File: config.mk
export PLATFORM = sky130hd
export DESIGN_NAME = utf8_code_point_decoder_unit
export DESIGN_NICKNAME = d
export VERILOG_FILES = /design/src/rtl/core/utf8d_pkg.sv /design/src/rtl/core/utf8d_front.sv /design/src/rtl/core/utf8d_queue.sv /design/src/rtl/core/utf8d_back.sv /design/src/rtl/core/utf8_code_point_decoder_unit.sv
export SDC_FILE = /design/constraint.sdc
export NUM_CORES = 1
export LEC_CHECK = 0
export BUFFER_PORTS_ARGS = -buffer_cell sky130_fd_sc_hd__buf_2
export CORE_MARGIN = 3
export CORE_UTILIZATION = 44
export DETAILED_ROUTE_END_ITERATION = 10
export SLEW_MARGIN = 10
export SYNTH_ARGS = -nofsm -noshare
export SYNTH_HDL_FRONTEND = slang
export SYNTH_HIERARCHICAL = 1
export SYNTH_SLANG_ARGS = --single-unit
File: constraint.sdc
create_clock -name i_clk -period 2.62 [get_ports i_clk]
set_clock_uncertainty 0.15 [all_clocks]
set_input_delay 0.131 -clock i_clk [delete_from_list [all_inputs] [get_ports i_clk]]
set_output_delay 0.131 -clock i_clk [all_outputs]
set_load 0.1 [all_outputs]
File: src/rtl/core/utf8d_pkg.sv
package utf8d_pkg;

    localparam int unsigned BYTE_W = 8;
    localparam int unsigned CP_W   = 22;
    localparam int unsigned CNT_W  = 8;
    localparam int unsigned PAY_W  = 18;

    localparam logic [BYTE_W-1:0] CONT_MASK    = 8'hc0;
    localparam logic [BYTE_W-1:0] CONT_TAG     = 8'h80;
    localparam logic [BYTE_W-1:0] LEAD2_MASK   = 8'h1f;
    localparam logic [BYTE_W-1:0] LEAD3_MASK   = 8'h0f;
    localparam logic [BYTE_W-1:0] PAYLOAD_MASK = 8'h3f;
    localparam logic [CNT_W-1:0]  SPAN_MAX     = 8'hff;
    // Continuation payloads are kept only while the span is at most this long.
    localparam logic [CNT_W-1:0]  SPAN_KEEP    = 8'd3;

    // One request from the front part to the back part.
    typedef struct packed {
        logic              has_char; // a closed character is reported
        logic              is_end;   // the zero terminator follows
        logic [CP_W-1:0]   code;
        logic [CNT_W-1:0]  count;
    } t_entry;

endpackage

File: src/rtl/core/utf8d_front.sv
module utf8d_front
    import utf8d_pkg::*;
(
    input  logic              i_clk,
    input  logic              i_rst_n,
    input  logic              i_accept,
    input  logic [BYTE_W-1:0] i_data_byte,
    output logic              o_wr,
    output t_entry            o_entry
);

    logic              r_pending, n_pending;
    logic [BYTE_W-1:0] r_lead,    n_lead;
    logic [PAY_W-1:0]  r_payload, n_payload;
    logic [CNT_W-1:0]  r_span,    n_span;

    logic              is_zero;
    logic              is_cont;
    logic [CP_W-1:0]   code;
    logic [BYTE_W-1:0] lead2;
    logic [BYTE_W-1:0] lead3;
    logic [BYTE_W-1:0] low6;

    assign is_zero = (i_data_byte == '0);
    assign is_cont = ((i_data_byte & CONT_MASK) == CONT_TAG);
    assign lead2   = r_lead & LEAD2_MASK;
    assign lead3   = r_lead & LEAD3_MASK;
    assign low6    = i_data_byte & PAYLOAD_MASK;

    // The lead mask follows the number of bytes actually seen.
    always_comb begin
        if (r_span <= CNT_W'(1)) begin
            code = CP_W'(r_lead);
        end else if (r_span == CNT_W'(2)) begin
            code = CP_W'({lead2[4:0], r_payload[5:0]});
        end else if (r_span == CNT_W'(3)) begin
            code = CP_W'({lead3[3:0], r_payload[11:0]});
        end else begin
            code = {lead3[3:0], r_payload};
        end
    end

    always_comb begin
        n_pending = r_pending;
        n_lead    = r_lead;
        n_payload = r_payload;
        n_span    = r_span;
        if (i_accept) begin
            if (is_zero) begin
                n_pending = 1'b0;
                n_lead    = '0;
                n_payload = '0;
                n_span    = '0;
            end else if (r_pending && is_cont) begin
                if (r_span <= SPAN_KEEP) begin
                    n_payload = {r_payload[PAY_W-7:0], low6[5:0]};
                end
                if (r_span != SPAN_MAX) begin
                    n_span = r_span + CNT_W'(1);
                end
            end else begin
                n_pending = 1'b1;
                n_lead    = i_data_byte;
                n_payload = '0;
                n_span    = CNT_W'(1);
            end
        end
    end

    assign o_wr           = i_accept && (is_zero || (r_pending && !is_cont));
    assign o_entry.has_char = r_pending;
    assign o_entry.is_end   = is_zero;
    assign o_entry.code     = code;
    assign o_entry.count    = r_span;

    always_ff @(posedge i_clk) begin
        if (!i_rst_n) begin
            r_pending <= 1'b0;
            r_lead    <= '0;
            r_payload <= '0;
            r_span    <= '0;
        end else begin
            r_pending <= n_pending;
            r_lead    <= n_lead;
            r_payload <= n_payload;
            r_span    <= n_span;
        end
    end

endmodule

File: src/rtl/core/utf8d_queue.sv
module utf8d_queue
    import utf8d_pkg::*;
#(
    parameter int unsigned DEPTH = 4
) (
    input  logic   i_clk,
    input  logic   i_rst_n,
    input  logic   i_wr,
    input  t_entry i_wr_data,
    input  logic   i_rd,
    output t_entry o_rd_data,
    output logic   o_full,
    output logic   o_empty
);

    localparam int unsigned PTR_W = (DEPTH > 1) ? $clog2(DEPTH) : 1;
    localparam int unsigned CNT_W = $clog2(DEPTH + 1);
    localparam logic [PTR_W-1:0] PTR_LAST = PTR_W'(DEPTH - 1);

    t_entry            r_mem [DEPTH];
    logic [PTR_W-1:0]  r_wr_ptr, n_wr_ptr;
    logic [PTR_W-1:0]  r_rd_ptr, n_rd_ptr;
    logic [CNT_W-1:0]  r_count,  n_count;
    logic              do_wr;
    logic              do_rd;

    assign o_full    = (r_count == CNT_W'(DEPTH));
    assign o_empty   = (r_count == '0);
    assign do_wr     = i_wr && !o_full;
    assign do_rd     = i_rd && !o_empty;
    assign o_rd_data = r_mem[r_rd_ptr];

    always_comb begin
        n_wr_ptr = r_wr_ptr;
        n_rd_ptr = r_rd_ptr;
        n_count  = r_count;
        if (do_wr) begin
            n_wr_ptr = (r_wr_ptr == PTR_LAST) ? '0 : r_wr_ptr + PTR_W'(1);
        end
        if (do_rd) begin
            n_rd_ptr = (r_rd_ptr == PTR_LAST) ? '0 : r_rd_ptr + PTR_W'(1);
        end
        if (do_wr && !do_rd) begin
            n_count = r_count + CNT_W'(1);
        end else if (do_rd && !do_wr) begin
            n_count = r_count - CNT_W'(1);
        end
    end

    always_ff @(posedge i_clk) begin
        if (!i_rst_n) begin
            r_wr_ptr <= '0;
            r_rd_ptr <= '0;
            r_count  <= '0;
        end else begin
            r_wr_ptr <= n_wr_ptr;
            r_rd_ptr <= n_rd_ptr;
            r_count  <= n_count;
        end
    end

    always_ff @(posedge i_clk) begin
        if (do_wr) begin
            r_mem[r_wr_ptr] <= i_wr_data;
        end
    end

endmodule

File: src/rtl/core/utf8d_back.sv
module utf8d_back
    import utf8d_pkg::*;
(
    input  logic             i_clk,
    input  logic             i_rst_n,
    input  t_entry           i_entry,
    input  logic             i_q_empty,
    output logic             o_q_pop,
    input  logic             i_pop,
    output logic             o_empty,
    output logic [CP_W-1:0]  o_code_point,
    output logic [CNT_W-1:0] o_consumed_bytes,
    output logic             o_end_of_string,
    output logic             o_last_of_run
);

    logic             r_valid,    n_valid;
    logic             r_end_pend, n_end_pend;
    logic [CP_W-1:0]  r_cp,       n_cp;
    logic [CNT_W-1:0] r_cnt,      n_cnt;
    logic             r_eos,      n_eos;
    logic             r_last,     n_last;
    logic             load;

    // The output register takes a new result when it is free or being drained.
    assign load    = !r_valid || i_pop;
    assign o_q_pop = load && !r_end_pend && !i_q_empty;

    always_comb begin
        n_valid    = r_valid;
        n_end_pend = r_end_pend;
        n_cp       = r_cp;
        n_cnt      = r_cnt;
        n_eos      = r_eos;
        n_last     = r_last;
        if (load) begin
            if (r_end_pend) begin
                n_valid    = 1'b1;
                n_end_pend = 1'b0;
                n_cp       = '0;
                n_cnt      = '0;
                n_eos      = 1'b1;
                n_last     = 1'b1;
            end else if (!i_q_empty) begin
                n_valid = 1'b1;
                if (i_entry.has_char) begin
                    // A terminator behind the character is sent on the next turn.
                    n_cp       = i_entry.code;
                    n_cnt      = i_entry.count;
                    n_eos      = 1'b0;
                    n_last     = !i_entry.is_end;
                    n_end_pend = i_entry.is_end;
                end else begin
                    n_cp   = '0;
                    n_cnt  = '0;
                    n_eos  = 1'b1;
                    n_last = 1'b1;
                end
            end else begin
                n_valid = 1'b0;
            end
        end
    end

    always_ff @(posedge i_clk) begin
        if (!i_rst_n) begin
            r_valid    <= 1'b0;
            r_end_pend <= 1'b0;
        end else begin
            r_valid    <= n_valid;
            r_end_pend <= n_end_pend;
        end
    end

    always_ff @(posedge i_clk) begin
        r_cp   <= n_cp;
        r_cnt  <= n_cnt;
        r_eos  <= n_eos;
        r_last <= n_last;
    end

    assign o_empty          = !r_valid;
    assign o_code_point     = r_cp;
    assign o_consumed_bytes = r_cnt;
    assign o_end_of_string  = r_eos;
    assign o_last_of_run    = r_last;

endmodule

File: src/rtl/core/utf8_code_point_decoder_unit.sv
// Lenient UTF-8 decoder: a zero-terminated byte stream goes in, code points come out.
// The input side is a queue write port: a byte request is taken at a rising edge with
// i_push high and o_full low. The result side is a queue read port: the oldest result
// sits on the o_ payload ports while o_empty is low, and it leaves at an edge with
// i_pop high. A byte that closes a character yields one result; a zero byte yields the
// pending character (if any) and then an end result; a continuation byte yields none.
// A request enters the queue at the edge that takes its closing byte, and the output
// register loads it when free. Throughput: one byte per cycle in while o_full is low,
// and one result per cycle out while i_pop is high; the output register emits one
// result a cycle, so a zero byte that closes a character holds that port for two
// results. QUEUE_DEPTH requests sit between the byte classifier and the output
// stage, and o_full rises only once they are all taken up by a stalled receiver.
// While i_pop stays low the result on the ports holds; bytes keep being taken until
// the queue fills. Reset (synchronous, active low) drops any open character, empties
// the queue and the output register, and decoding then starts as on a fresh string.
// QUEUE_DEPTH must be at least 2.
module utf8_code_point_decoder_unit
    import utf8d_pkg::*;
#(
    parameter int unsigned QUEUE_DEPTH = 4
) (
    input  logic             i_clk,
    input  logic             i_rst_n,
    input  logic             i_push,
    output logic             o_full,
    input  logic [BYTE_W-1:0] i_data_byte,
    input  logic             i_pop,
    output logic             o_empty,
    output logic [CP_W-1:0]  o_code_point,
    output logic [CNT_W-1:0] o_consumed_bytes,
    output logic             o_end_of_string,
    output logic             o_last_of_run
);

    logic   accept;
    logic   q_wr;
    t_entry q_wr_data;
    t_entry q_rd_data;
    logic   q_rd;
    logic   q_empty;

    // A byte is taken whenever the queue has room; bytes that close nothing still count.
    assign accept = i_push && !o_full;

    // Front: keeps the open character and turns each byte into at most one request.
    utf8d_front u_front (
        .i_clk       (i_clk),
        .i_rst_n     (i_rst_n),
        .i_accept    (accept),
        .i_data_byte (i_data_byte),
        .o_wr        (q_wr),
        .o_entry     (q_wr_data)
    );

    // Short queue of requests so the front and the output stage stall independently.
    utf8d_queue #(
        .DEPTH (QUEUE_DEPTH)
    ) u_queue (
        .i_clk     (i_clk),
        .i_rst_n   (i_rst_n),
        .i_wr      (q_wr),
        .i_wr_data (q_wr_data),
        .i_rd      (q_rd),
        .o_rd_data (q_rd_data),
        .o_full    (o_full),
        .o_empty   (q_empty)
    );

    // Back: expands each request into one or two results through the output register.
    utf8d_back u_back (
        .i_clk            (i_clk),
        .i_rst_n          (i_rst_n),
        .i_entry          (q_rd_data),
        .i_q_empty        (q_empty),
        .o_q_pop          (q_rd),
        .i_pop            (i_pop),
        .o_empty          (o_empty),
        .o_code_point     (o_code_point),
        .o_consumed_bytes (o_consumed_bytes),
        .o_end_of_string  (o_end_of_string),
        .o_last_of_run    (o_last_of_run)
    );

endmodule

Word level (Yosys, flattened, before mapping). Memories as Yosys holds them, arrays and structs flattened. A register that Yosys moved wholly into a read port is not among the register bits. Index checks and enable logic that the tools add are counted.

Add/subtract/negate cells: 5. $lt $le $gt $ge: 2. Equality and inequality tests: 11. Muxes and demuxes: 34. Reductions and logical operators: 27.

Operators with widths (number): $mux W22 (5); $mux W8 (7); $mux W18 (3); $eq A8 B2 Y1 const B (2); $mux W1 (13); $logic_and A1 B1 Y1 (10); $add A8 B1 Y8 const B (1); $le A8 B1 Y1 const B (1); $le A8 B2 Y1 const B (1); $logic_not A1 Y1 (8); $logic_not A8 Y1 (1); $mux W2 (4); $ne A8 B8 Y1 const B (1); $reduce_and A2 Y1 (4); $eq A2 B2 Y1 const B (3); $mux W3 (2); $ne A3 B2 Y1 const B (2); $add A2 B1 Y2 const B (2); $add A3 B1 Y3 const B (1); $eq A3 B3 Y1 const B (1); $logic_not A3 Y1 (1); $sub A3 B1 Y3 const B (1); $logic_or A1 B1 Y1 (2); $ne A2 B1 Y1 const B (1); 2 further kinds (2).

Flip-flop bits (word level): 76. Memory bits (writable): 128. Output and inout bits: 34. Memories: 1.

Memories: u_queue.r_mem (words 4, width 32, read ports 1, clocked after Yosys merged registers in 1, write ports 1, RTL line utf8d_queue.sv:20) `t_entry r_mem [DEPTH];`.

Depth between registers and ports, before layout.
Word-level depth: 10. Mapped depth: 13. Mapped depth without buffers: 11.

Modules after synthesis. The synthesis kept the hierarchy.

Modules (own cells, without submodules): utf8d_queue (instances 1, cells each 218, area an instance 5138.7 sq um, seq. area each 4023.9 sq um); utf8d_front (instances 1, cells each 215, area an instance 1889.3 sq um, seq. area each 700.7 sq um); utf8d_back (instances 1, cells each 80, area an instance 1316.3 sq um, seq. area each 1001.0 sq um); utf8_code_point_decoder_unit (instances 1, cells each 1, area an instance 13.8 sq um, seq. area each 0.0 sq um).

Worst setup path after synthesis. Ideal clock, no wire load.

Kind: flip-flop to flip-flop. Start: register u_queue.r_count[1]. End: register u_queue.r_count[2]. Setup time: 0.076 ns. Data arrival time: 3.543 ns. Data required time: 2.394 ns. Slack: -1.149 ns. Stages on the path, launching flop included: 14. Cell sequence: dfxtp_1 nor3b_2 nor2b_4 buf_2 clkbuf_1 nor2b_1 nor2b_1 buf_2 ha_1 inv_1 fa_1 xor2_1 or3_1 a21boi_0.

Cells in the longest elaborated chain, start to end: 8. Elaborated cells between the ends (all ways): 18. Those cells by class: add/sub: 2; eq/ne: 1; mux: 2; reduce/logical: 13.

Ends and longest elaborated chain: start: declaration (RTL line utf8d_queue.sv:23) `logic [CNT_W-1:0] r_count, n_count;`; start signal: assignment (RTL line utf8d_queue.sv:58) `r_count <= n_count;`; $eq A3 B3 Y1 (*) (RTL line utf8d_queue.sv:27) `assign o_full = (r_count == CNT_W'(DEPTH));`; named net o_full (RTL line utf8_code_point_decoder_unit.sv:25) `output logic o_full,`; $logic_not A1 Y1 (*) (RTL line utf8_code_point_decoder_unit.sv:43) `assign accept = i_push && !o_full;`; $logic_and A1 B1 Y1 (*) (RTL line utf8_code_point_decoder_unit.sv:43); named net accept (RTL line utf8_code_point_decoder_unit.sv:35) `logic accept;`; $logic_and A1 B1 Y1 (*) (RTL line utf8d_front.sv:70) `assign o_wr = i_accept && (is_zero || (r_pending && !is_cont));`; named net q_wr (RTL line utf8_code_point_decoder_unit.sv:36) `logic q_wr;`; $logic_and A1 B1 Y1 (*) (RTL line utf8d_queue.sv:29) `assign do_wr = i_wr && !o_full;`; named net u_queue.do_wr (RTL line utf8d_queue.sv:24) `logic do_wr;`; $logic_not A1 Y1 (RTL line utf8d_queue.sv:45) `end else if (do_rd && !do_wr) begin`; $logic_and A1 B1 Y1 (RTL line utf8d_queue.sv:45); $reduce_bool A2 Y1 (no source line).

Mark *: on every way through the listed nets, which the timed path passes. The rest lies on a longest branch. The select of a mux whose other input is x is not followed. A chain may end at the register's enable or synchronous reset.

Worst setup path after layout.
Start: register u_queue.r_count[1]. End: register u_queue.r_count[2].

Cells in the longest elaborated chain, start to end: 8. Elaborated cells between the ends (all ways): 18. Those cells by class: add/sub: 2; eq/ne: 1; mux: 2; reduce/logical: 13.

Ends and longest elaborated chain (RTL line): $eq A3 B3 Y1 (utf8d_queue.sv:27); $logic_not A1 Y1 (utf8d_queue.sv:29, utf8_code_point_decoder_unit.sv:43); $logic_and A1 B1 Y1 (utf8_code_point_decoder_unit.sv:43); $logic_and A1 B1 Y1 (utf8d_front.sv:70); $logic_and A1 B1 Y1 (utf8d_queue.sv:29); $logic_not A1 Y1 (utf8d_queue.sv:45); $logic_and A1 B1 Y1 (utf8d_queue.sv:45); $reduce_bool A2 Y1 (no source line).

Parallel ways exist; a longest one is shown, timed or not. The select of a mux whose other input is x is not followed.

==> results.tsv <==
stage	metric	value	unit
status	status	complete, no violations	
pwr	PwrDens	1150	nW/um^2
synthesis	Synth Net Count	537	
grt	initial antenna violation count	0	
cts	latest clock arrival within the worst-skew pair	0.49	ns
synthesis	post-synthesis instance area	8360	um^2
cts	depth of the CTS H-tree	1	
setup_path	Critical Path Slowest Stage Cell	o31ai_1	
final_layout	Nets	619	
sta	RSZ-0062 raised after global routing	false	
min_path	worst hold path class	in -> reg	
setup_path	Req. time, crit path	2.89	ns
die	Die Height	144	um
sta	setup violators final	0	
cts	clk root buf	clkbuf_16	
setup_path	crit start category	register	
placement	final HPWL from detailed placement	10600	um
synthesis	flop and latch count out of synthesis	206	
cts	clock sink count	206	
routing	antenna-violating nets left	0	
die	I/O pin cnt	46	
synthesis	share of the synthesized area in the top cell type	57.5	%
sta	TNS Setup	0	ns
placement	PortBufs	45	
routing	DR vias	4536	
cts	cts bufs inserted	22	
setup_path	worst-path cell chain	buf_4, o31ai_1, ha_4, inv_2, fa_2, xor2_1, or3_1, a21boi_1	
synthesis	area leader, netlist	edfxtp_1	
cts	maximum clock path buffer count	3	
sta	hold slack	0.0681	ns
setup_path	delay-heaviest family, CP	compound AO/OA/AOI/OAI gates	
final_layout	Non-Filler Instances	841	
setup_path	CP max FO	4	
synthesis	Post-synth top flop	edfxtp_1	
synthesis	asr flop ratio synth	0	%
synthesis	register area share after synthesis	68.5	%
sta	post-layout min period	2.45	ns
setup_path	Crit. End Element	register	
die	core area	18300	um^2
routing	DR WL/cell	19.1	um
synthesis	most frequent cells after synthesis	edfxtp_1, dfxtp_1, nand2_1	
run	max_cap viols	0	
synthesis	most common cell in the synthesized netlist	edfxtp_1	
cts	CTS tree	yes	
grt	vias in the first global route	4571	
pwr	Lkg Pwr	3.43	nW
die	Die X	144	um
die	Core Rows	49	
grt	largest net degree at the start of global routing	33	
setup_path	Setup CP Type	reg -> reg	
routing	Routed WL	16100	um
sta	fmax	409	MHz
sta	Slew HR	57.8	%
setup_path	CP Buf/Inv Count	2	
pwr	total power draw	11.3	mW
placement	DP Cell Count	791	
routing	drt drc	0	
cts	clock slew seen by the registers of the worst setup and hold paths	0.06	ns
final_layout	Antenna diodes	0	
synthesis	Post-Synthesis Cells	514	
final_layout	area growth from synthesis to layout	17.7	%
synthesis	ranking of synthesized cells by area	edfxtp_1, dfxtp_1, mux4_2	
grt	first-pass GRT wire length	25700	um
sta	max-slew violations	0	
die	die area	20700	um^2
routing	via/cell ratio	5.39	
final_layout	fraction of layout cells with a size suffix above 1	28.6	%
sta	Hold Vio Cnt, Final	0	
sta	Final period util	93.4	%
grt	total congestion overflow	0	
placement	GP Congestion	0.757	
final_layout	Post-Route Utilization	53.7	%
routing	DRT Pass-1 Iters	4	
die	Initial Util	45.6	%
synthesis	Syn Area/Cell	16.3	um^2
pwr	Peak VDD IR	0.000545	V
setup_path	CP peak stage delay	0.51	ns
synthesis	YS warnings	6	
setup_path	critical path arrival	2.72	ns
sta	Worst Max-Slew Pin Slew	0.631	ns
grt	total track usage	15.9	%
synthesis	Post-synth EDFFs	160	
routing	DRC marker count from the first detailed-route iteration	305	
synthesis	distinct cell type count after synthesis	60	
worst register-to-register path, delay by kind of cell, from the launching register on:
kind            cells  cell delay [ns]
fa+ha+maj           2             0.59
flops               1             0.32
compound gates      2             0.64
xor+xnor            1             0.17
simple gates        1             0.31
buf+inv             2             0.19
placed cells by master (no fill, tap or decap), types with 3 or more instances in the layout:
| cell type | instances |
|---|---|
| buf_12 | 8 |
| o21ai_0 | 5 |
| and2_1 | 37 |
| clkinv_2 | 6 |
| nor2b_1 | 3 |
| nor2_1 | 10 |
| a21oi_1 | 14 |
| clkbuf_16 | 23 |
| nor3_1 | 3 |
| mux2_2 | 6 |
| buf_2 | 45 |
| dfxtp_1 | 42 |
| inv_1 | 10 |
| buf_4 | 23 |
| dlygate4sd3_1 | 10 |
| ha_1 | 9 |
| nand2_1 | 43 |
| a21boi_0 | 9 |
| dfxtp_2 | 3 |
| nand3_1 | 25 |
| clkbuf_8 | 4 |
| clkinv_1 | 5 |
| a32o_1 | 12 |
| mux2i_1 | 11 |
| edfxtp_1 | 160 |
| and2_2 | 4 |
| mux4_2 | 30 |
metrics by stage:
stage          worst slack [ns]  cell area (um^2)
4_1_cts                   0.161              9840
2_1_floorplan            -0.552              8410
5_1_grt                  0.0426              9840
3_3_place_gp             -0.149              9020
3_5_place_dp             -0.225              9020
6_report                  0.174              9840
sequential cells by signal, summed over array words and instances, names as in the netlist, named ones only:
signal                   cells
u_back/o_code_point         22
u_back/o_consumed_bytes      8
u_back/o_end_of_string       1
u_back/o_last_of_run         1
u_back/r_end_pend            1
u_back/r_valid               1
u_front/r_lead               8
u_front/r_payload           18
u_front/r_pending            1
u_front/r_span               8
u_queue/r_count              3
u_queue/r_mem              128
u_queue/r_rd_ptr             2
u_queue/r_wr_ptr             2
cell families after synthesis:
logic type               count (synthesis)  share of synthesized area [%]
AO/OA/AOI/OAI                           62                           5.82
flip-flops                             206                           68.5
multiplexers                            49                           10.8
XOR/XNOR                                 2                          0.210
AND/OR/NAND/NOR                        145                           9.70
adder cells (fa/ha/maj)                 11                           1.74
buffers and inverters                   39                           3.19
area by class of cell:
cell class                      count  area (um^2)
Fill cell                        1461         8490
Clock buffer                       28          634
Tap cell                          229          287
Clock inverter                     12         78.8
Timing Repair Buffer               86          658
Multi-Input combinational cell    269         2410
Sequential cell                   206         5730
Inverter                           11         41.3
metal layers:
| layer | routed length, um | global-route usage (%) | part of all wire (%) |
|---|---|---|---|
| met2 | 7760 | 25.8 | 48 |
| met5 | 0 | 0 | 0 |
| met1 | 7360 | 22.8 | 46 |
| met3 | 682 | 2.23 | 4.2 |
| met4 | 278 | 3.82 | 1.7 |
what timing repair did:
item | in CTS | in global routing
endpoints found under the hold margin | 17 | 0
buffers inserted | 0 | 0
hold buffers | 10 | 0
endpoints found under the setup margin | 0 | 1
gates resized for setup | 0 | 1
path summary, 6_finish.rpt:
kind	slack [ns]	endpoint	cells past startpoint	from
max reg2reg	0.17	u_queue/r_count[2]	8	u_queue/r_count[1]
min reg2reg	0.32	u_front/r_lead[5]	2	u_front/r_lead[5]
min	0.07	u_queue/r_mem[2][30]	4	i_data_byte[0]
max	0.17	u_queue/r_count[2]	8	u_queue/r_count[1]
power breakdown:
part	switching, mW	leakage [nW]	internal (mW)
Clock	1.18	0.359	1.80
Sequential	0.146	1.87	4.12
Combinational	3.04	1.20	0.987
No activity file was read; power rests on OpenSTA's default activity.
